## src/rtl/gtle_dly.sv

```systemverilog
module gtle_dly #(
    parameter int WIDTH = 64,
    parameter int DEPTH = 1
) (
    input  logic             i_clk,
    input  logic             i_en,
    input  logic [WIDTH-1:0] i_d,
    output logic [WIDTH-1:0] o_q
);
    logic [WIDTH-1:0] r_q [DEPTH];

    always_ff @(posedge i_clk) begin
        if (i_en) begin
            r_q[0] <= i_d;
            for (int k = 1; k < DEPTH; k++) begin
                r_q[k] <= r_q[k-1];
            end
        end
    end

    assign o_q = r_q[DEPTH-1];
endmodule

```

## config.mk

```make
export PLATFORM = sky130hd
export DESIGN_NAME = gtle_dly
export DESIGN_NICKNAME = d
export VERILOG_FILES = /design/src/rtl/gtle_dly.sv
export SDC_FILE = /design/constraint.sdc
export NUM_CORES = 1
export LEC_CHECK = 0
export ABC_AREA = 1
export BUFFER_PORTS_ARGS = -buffer_cell sky130_fd_sc_hd__buf_4
export CAP_MARGIN = 20
export CORE_UTILIZATION = 43
export DETAILED_ROUTE_END_ITERATION = 10
export PLACE_DENSITY_LB_ADDON = 0.3
export REMOVE_ABC_BUFFERS = 1
export SYNTH_ARGS = -nofsm -noshare
export SYNTH_HDL_FRONTEND = slang
export SYNTH_SLANG_ARGS = --single-unit
```

## constraint.sdc

```tcl
create_clock -name i_clk -period 1.2 [get_ports i_clk]
set_clock_uncertainty 0.15 [all_clocks]
set_input_delay 0.06 -clock i_clk [delete_from_list [all_inputs] [get_ports i_clk]]
set_output_delay 0.06 -clock i_clk [all_outputs]
set_load 0.01 [all_outputs]
```

# Word-level counts from Yosys, hierarchy flattened
# Memories as Yosys holds them, arrays and structs flattened.
# Cells that the tools add are included.
[classes] mux=2
[op_table] operator="$mux W1" count=2
[word_totals] out_inout_bits=64 regBits=0 inputBits=66 word_cells=3 memories=1 ramBits=64
[memory_table] memory="r_q" depth=1 width=64 read_ports=1 rd_clocked_by_memory_dff=0 write_ports=1 line="10" rtl="logic [WIDTH-1:0] r_q [DEPTH];"

# Logic depth before layout (Yosys ltp)
# Gate-level depths: netlist of the first run.
[logic_depth] word_depth=2 depth_mapped=0 ltp_nobuf=0

# Worst setup path after synthesis of the first run
# Ideal clock, no wire load.
[synth_path] kind="flip-flop to output port" start="mem r_q[0][0]" end="out o_q[0]" path_stages_with_launch=1 arrival_time_ns=0.394 path_buffers=0 required_ns=0.990 setup_slack_ns=0.596 path_cell_list="edfxtp_1"
[synth_between] elab_chain_len=1
[synth_rtl] item="start, declared" line="10"
[synth_rtl] item="$mem_v2 Z1 W64"
[synth_rtl] item="end, declared" line="8" rtl="output logic [WIDTH-1:0] o_q"
# No other way between the ends.

# Final worst setup path of the first run
[layout_path] start="mem r_q[0][11]" end="out o_q[11]"
# Same word-level chain as after synthesis.

==> results of run 1 <==
==> metal layers <==
metal | vias up | global-route usage (%)
li1 | 672 | -
met1 | 774 | 32.9
met2 | 95 | 54.0
met3 | 24 | 9.38
met4 | 0 | 17.3
met5 | - | 0
==> Yosys cell counts, drive strengths merged <==
cell type	instances	area [um2]
edfxtp	64	1920
==> area by class of cell <==
cell class            instances  area [um2]
Timing Repair Buffer        195        1650
Clock buffer                 13         139
Clock inverter                2        7.51
Sequential cell              64        1920
Fill cell                   131         364
Tap cell                     50        62.6
==> cell usage in the layout (no fill, tap or decap), drive strengths merged <==
master | Yosys | routed
buf | 0 | 131
edfxtp | 64 | 64
clkbuf | 0 | 13
dlygate4sd3 | 0 | 64
clkinv | 0 | 2
==> kinds of logic after synthesis <==
group  synth area share [%]
DFF                     100
==> report_power, final <==
| group | switching (mW) | internal (mW) | total (mW) |
|---|---|---|---|
| sequential | 0.0657 | 2.66 | 2.72 |
| clock | 0.819 | 0.730 | 1.55 |
| combinational | 0.297 | 0.479 | 0.776 |
==> metrics by stage <==
step,std cells,hold WS (ns),utilization (%),setup WS [ns],area [um2]
5_1_grt,324,0.0401,91.2,0.0341,3780
2_1_floorplan,64,0.00887,-,0.596,1920
3_3_place_gp,245,0.0882,72.2,0.363,2990
3_5_place_dp,245,0.0892,72.2,0.342,2990
4_1_cts,324,0.0562,91.2,0.0931,3780
6_report,324,0.0403,91.2,0.0433,3780
==> timing repair <==
action                    4_1_cts  5_1_grt
hold buffers                   64        0
gates resized for setup         0        0
hold endpoints to repair       64        0
==> how the worst min path moves through the flow <==
stage / end / slack [ns] / startpoint
detailed placement: r_q[0][18] / 0.09 / i_d[18]
floorplan: r_q[0][0] / 0.009 / i_d[0]
global placement: r_q[0][11] / 0.09 / i_d[11]
global route: r_q[0][13] / 0.04 / i_en
CTS: r_q[0][30] / 0.06 / i_en
finish: r_q[0][52] / 0.04 / i_en
==> results.yml, run 1 <==
status:
  outcome: "finished, final reports clean"
final_layout:
  reg_top3: "r_q x64"
  multi_input_area_um2: 0
  drive_above_1_share_pct: 51.1
  diodes: 0
  num-multi-input-gates: 0
  largest_register_ffs: 64
  nets: 336
  registers.top_by_ff_count: "r_q"
  syn2layout_area_growth_pct: 96.7
clocking:
  h-tree-depth: 3
  cts_buffers: 9
  cts_root_buf: "clkbuf_8"
  cts_setup_buffers: 0
  clock_path_buffers: 2
  clk_pin_slew_ns: 0.07
  cts_tree: "built"
  cts.sinks: 64
global_routing:
  track_usage_pct: 30.9
  antenna_found_initial: 0
  grt.overflow.total: 0
  grt_pass1_wl_mm: 9.36
  grt_max_degree: 34
  first_global_vias: 1694
sta:
  maxSlewHeadroom_pct: 87.3
  period_share_pct: 96.4
  worstMarginPinSlew_ns: 0.190
  finalHoldViolations: 0
  finalSetupTns_ns: 0
  setup-violations-final: 0
  rsz0062_at_grt: "no"
  final_max_slew_viol_count: 0
  final.min_clock_period_ns: 1.16
  max_freq_mhz: 865
worst_setup_path:
  cp_max_fo: 1
  slowest_delay_ns: 0.43
  setup.worst_path.start_class: "flip-flop"
  crit_path_end_kind: "primary output"
  crit_path_top_delay_cell: "edfxtp_1"
  cp.depth: 1
  critPathTopFamily: "flip-flops"
  cp_cell_sequence: "buf_4"
  crit_end: "o_q[11]"
  worst-path-buf-inv: 1
  crit_start: "r_q[0][11]"
  path_class: "reg -> out"
  cp.required_ns: 0.99
  cp.arrival_ns: 0.95
synthesis:
  synth_warnings: 0
  synth-seq-cells: 64
  synth.avg_cell_area_um2: 30.0
  ys_types: 1
  syn_inst: 64
  ys_seq_area_share_pct: 100
  syn-cell-area_um2: 1920
drt:
  drc: 0
  routedWlPerCell_um: 21.4
  met1_length_mm: 2.39
  met2_length_mm: 3.84
  dr.max_layer_used: "met4"
  dr_wl_met3_um: 481
  viasPerCell: 4.83
  drt_pre_antenna_iters: 6
  drt_wl_total_mm: 6.94
  vias: 1565
  final_antenna_net_count: 0
  drtIter0Drc: 132
floorplanning:
  dieArea_um2: 4740
  fp.dieW_um: 68.9
  die_height_um: 68.9
  start_util_pct: 46.4
  row_count: 23
  core_area_um2: 4140
  pin_count: 130
placement:
  place_congestion: 0.718
  io_buffers: 129
run:
  cap_violations: 0
pwr:
  max-vdd-ir-drop_mv: 1.13
  total_power_mw: 5.05
  powerDensity_nw_per_um2: 1340
  p_leak_nw: 1.60
hold_path:
  hold-path-cell-count: 2
  hold_path_class: "in -> reg"
Note: power is estimated with default switching activity, not from simulation.
==> inputs of run 2 (changes only) <==
--- a/config.mk
+++ b/config.mk
@@ -8,7 +8,10 @@
 export ABC_AREA = 1
 export BUFFER_PORTS_ARGS = -buffer_cell sky130_fd_sc_hd__buf_4
 export CAP_MARGIN = 20
-export CORE_UTILIZATION = 43
+export CELL_PAD_IN_SITES_DETAIL_PLACEMENT = 1
+export CELL_PAD_IN_SITES_GLOBAL_PLACEMENT = 2
+export CORE_UTILIZATION = 29
+export CTS_CLUSTER_SIZE = 30
 export DETAILED_ROUTE_END_ITERATION = 10
 export PLACE_DENSITY_LB_ADDON = 0.3
 export REMOVE_ABC_BUFFERS = 1
==> run 2 against run 1 <==
Count of clock-buffer cells in the layout is 4 lower. Hold slack better by 0.0099 ns. Flip-flop and latch count stayed put. Combinational power is 3.7% lower. Non-clock buffer count stayed put. Via count is 9.2% lower. Critical path type unchanged. Largest cell class unchanged. Largest power group unchanged.
==> results.yml, run 2 (synthesized netlist as in run 1, its figures left out) <==
status:
  outcome: "finished, final reports clean"
final_layout:
  n_fill_cell: 596
  nets: 336
  fin_util_pct: 60.2
  diodes: 0
  drive_above_1_share_pct: 52.2
  final_common_cell: "buf_4"
  layout_common_cells: "129 x buf_4, 64 x dlygate4sd3_1, 64 x edfxtp_1, 9 x clkbuf_8, 3 x clkinv_1"
  reg_top3: "r_q x64"
  multi_input_area_um2: 0
  num-multi-input-gates: 0
  register_area_um2: 1920
  largest_register_ffs: 64
  syn2layout_area_growth_pct: 99.9
  registers.top_by_ff_count: "r_q"
clocking:
  postCtsHoldBufs: 64
  cts_setup_buffers: 0
  cts_root_buf: "clkbuf_8"
  ctsResizeCount: 0
  h-tree-depth: 3
  clock_path_buffers: 2
  cts_tree: "built"
  cts_buffers: 9
  clk_pin_slew_ns: 0.07
  cts.sinks: 64
sta:
  max_freq_mhz: 923
  maxSlewHeadroom_pct: 88.0
  final_max_slew_viol_count: 0
  final.min_clock_period_ns: 1.08
  finalSetupTns_ns: 0
  setup_ws_ns: 0.117
  finalHoldViolations: 0
  rsz0062_at_grt: "no"
  worstMarginPinSlew_ns: 0.179
  period_share_pct: 90.3
  setup-violations-final: 0
worst_setup_path:
  critPathTopFamily: "flip-flops"
  slowest_delay_ns: 0.39
  cp.arrival_ns: 0.87
  cp.required_ns: 0.99
  crit_path_end_kind: "primary output"
  setup.worst_path.start_class: "flip-flop"
  path_class: "reg -> out"
  crit_path_top_delay_cell: "edfxtp_1"
  worst-path-buf-inv: 1
  cp_max_fo: 1
  cp_cell_sequence: "buf_4"
global_routing:
  grt.overflow.total: 0
  track_usage_pct: 16.4
  first_global_vias: 1639
  grt_max_degree: 34
  grt_pass1_wl_mm: 8.37
  antenna_found_initial: 0
floorplanning:
  row_count: 29
  core_area_um2: 6390
  fp.dieW_um: 83.4
  dieArea_um2: 6960
  pin_count: 130
  die_height_um: 83.4
  start_util_pct: 30.1
hold_path:
  hold_path_class: "in -> reg"
drt:
  routedWlPerCell_um: 15.3
  drtIter0Drc: 40
  vias: 1421
  drc: 0
  final_antenna_net_count: 0
  drt_wl_total_mm: 5.37
  viasPerCell: 4.05
  drt_pre_antenna_iters: 3
placement:
  pre_cts_slack_ns: 0.337
  io_buffers: 129
  place_congestion: 0.697
pwr:
  powerDensity_nw_per_um2: 1340
  total_power_mw: 5.13
  p_leak_nw: 1.62
  max-vdd-ir-drop_mv: 1.08
run:
  cap_violations: 0
## run 2: cell types whose count changed in the layout (fill, tap and decap cells not counted)
cell       previous run  this run
bufinv_16             0         1
clkbuf_1              4         0
clkinv_1              2         3
clkinv_2              0         2
## run 2: metal layers
| layer | track usage, % | up-vias | part of all wire [%] | wire, um |
|---|---|---|---|---|
| met5 | 0 | - | 0 | 0 |
| met3 | 8.25 | 7 | 9.7 | 522 |
| met1 | 17.2 | 661 | 37 | 2000 |
| met4 | 5.64 | 0 | 1.3 | 72 |
| met2 | 28.5 | 81 | 52 | 2770 |
| li1 | - | 672 | - | - |
## run 2: metrics by stage
stage	hold slack (ns)	std cells	cell area, um2
final	0.0503	351	3840
after global routing	0.0407	351	3840
after CTS	0.0447	351	3840
after detailed placement	0.0892	272	3030
after global placement	0.0879	272	3030
after floorplan	0.00887	64	1920
## run 2: path summary, 6_finish.rpt
path / from / to / slack (ns) / cells past startpoint
max: r_q[0][12] / o_q[12] / 0.12 / 1
min: i_en / r_q[0][42] / 0.05 / 2
## run 2: power breakdown
group | switching [mW] | leakage, nW | internal [mW]
sequential | 0.0517 | 0.626 | 2.66
combinational | 0.269 | 0.906 | 0.477
clock | 0.760 | 0.0914 | 0.918
total | 1.08 | 1.62 | 4.05
## run 2: area by class of cell
type / count / area share (%)
clock buffer: 9 / 3.22
sequential: 64 / 50.0
timing repair buffer: 195 / 42.9
clock inverter: 6 / 1.34
tap: 77 / 2.51
==> inputs of run 3 (changes only) <==
--- a/config.mk
+++ b/config.mk
@@ -10,9 +10,11 @@
 export CAP_MARGIN = 20
 export CELL_PAD_IN_SITES_DETAIL_PLACEMENT = 1
 export CELL_PAD_IN_SITES_GLOBAL_PLACEMENT = 2
+export CORE_ASPECT_RATIO = 0.5
 export CORE_UTILIZATION = 29
 export CTS_CLUSTER_SIZE = 30
 export DETAILED_ROUTE_END_ITERATION = 10
+export GPL_TIMING_DRIVEN = 0
 export PLACE_DENSITY_LB_ADDON = 0.3
 export REMOVE_ABC_BUFFERS = 1
 export SYNTH_ARGS = -nofsm -noshare
==> run 3 against run 2 <==
Die area grew 0.29%. Highest routed layer unchanged. Sequential power is essentially flat. Worst setup slack lost 0.016 ns. Clock power grew 31%. Non-clock buffer count shrank 2. Wire length grew 6.7%.
==> results.yml, run 3 (synthesized netlist as in run 1, its figures left out) <==
status:
  outcome: "finished, final reports clean"
final_layout:
  reg_top3: "r_q x64"
  num-multi-input-gates: 0
  nets: 334
  diodes: 0
  drive_above_1_share_pct: 51.6
  largest_register_ffs: 64
  n_fill_cell: 575
  syn2layout_area_growth_pct: 103
  fin_util_pct: 62.5
  final_cells: 361
  fin_area_um2: 3900
  final_common_cell: "buf_4"
  registers.top_by_ff_count: "r_q"
  multi_input_area_um2: 0
  layout_common_cells: "129 x buf_4, 64 x dlygate4sd3_1, 64 x edfxtp_1, 9 x clkbuf_16"
global_routing:
  antenna_found_initial: 0
  grt_max_degree: 65
  grt.overflow.total: 0
  first_global_vias: 1563
  grt_pass1_wl_mm: 8.22
  track_usage_pct: 17.6
placement:
  place_congestion: 0.641
  placed_area_um2: 3000
  io_buffers: 129
  dp_hpwl_mm: 3.07
  post-place-cells: 281
clocking:
  clock_path_buffers: 2
  h-tree-depth: 3
  cts_buffers: 9
  cts.sinks: 64
  clk_pin_slew_ns: 0.05
  cts_root_buf: "clkbuf_16"
  cts_tree: "built"
sta:
  max_freq_mhz: 909
  finalHoldViolations: 0
  setup-violations-final: 0
  period_share_pct: 91.6
  rsz0062_at_grt: "no"
  fin_hold_ws_ns: 0.210
  maxSlewHeadroom_pct: 47.0
  final_max_slew_viol_count: 0
  worstMarginPinSlew_ns: 0.795
  final.min_clock_period_ns: 1.10
floorplanning:
  dieArea_um2: 6980
  fp.dieW_um: 117
  pin_count: 130
  core_area_um2: 6230
  row_count: 20
  start_util_pct: 30.8
  die_height_um: 59.6
drt:
  final_antenna_net_count: 0
  drt_wl_total_mm: 5.73
  drt_pre_antenna_iters: 4
  drc: 0
  drtIter0Drc: 55
  viasPerCell: 4.03
  vias: 1455
  routedWlPerCell_um: 15.9
pwr:
  max-vdd-ir-drop_mv: 0.724
  p_leak_nw: 1.64
  powerDensity_nw_per_um2: 1450
  total_power_mw: 5.65
run:
  cap_violations: 0
worst_setup_path:
  cp.arrival_ns: 0.89
  crit_path_end_kind: "primary output"
  cp.required_ns: 0.99
  crit_path_top_delay_cell: "edfxtp_1"
  setup.worst_path.start_class: "flip-flop"
  path_class: "reg -> out"
  critPathTopFamily: "flip-flops"
  worst-path-buf-inv: 1
  slowest_delay_ns: 0.40
  cp_max_fo: 1
  cp_cell_sequence: "buf_4"
hold_path:
  hold_path_class: "in -> reg"
==> run 3: cell types whose count changed in the layout (fill, tap and decap cells not counted) <==
cell / change
clkbuf_16: +9
buf_12: -2
bufinv_16: -1
clkbuf_8: -9
clkbuf_1: +1
clkinv_2: +1
==> run 3: cell type report <==
type / instances / area, um2 / share of cell area, %
clock buffers: 10 / 229 / 5.88
clock inverters: 6 / 26.3 / 0.674
flip-flops and latches: 64 / 1920 / 49.3
repair buffers: 193 / 1610 / 41.3
well taps: 88 / 110 / 2.83
==> run 3: timing repair <==
action | in CTS | in global routing
endpoints found under the hold margin | 64 | 0
setup buffers | 0 | 0
resized for setup | 0 | 0
hold buffers | 64 | 0
endpoints found under the setup margin | 0 | 0
==> run 3: final timing paths <==
| kind | from | cells after the start | to |
|---|---|---|---|
| setup / recovery | r_q[0][27] | 1 | o_q[27] |
| hold / removal | i_en | 1 | r_q[0][39] |
==> run 3: report_power, final <==
group	switching [mW]	internal, mW
combinational	0.275	0.464
clock	0.836	1.36
sequential	0.0541	2.67
==> run 3: per-stage QoR <==
stage / setup TNS [ns] / worst slack [ns]
2_1_floorplan: 0 / 0.596
3_3_place_gp: -1.68 / -0.0299
3_5_place_dp: -3.03 / -0.0528
4_1_cts: 0 / 0.112
5_1_grt: 0 / 0.0861
6_report: 0 / 0.100
==> run 3: metal layers <==
metal / up-vias / wire [um] / part of all wire (%) / track usage (%)
met2: 63 / 3270 / 57 / 34.3
li1: 672 / - / - / -
met3: 6 / 389 / 6.8 / 7.87
met1: 714 / 2020 / 35 / 16.4
met4: 0 / 49 / 0.86 / 6.51
met5: - / 0 / 0 / 0
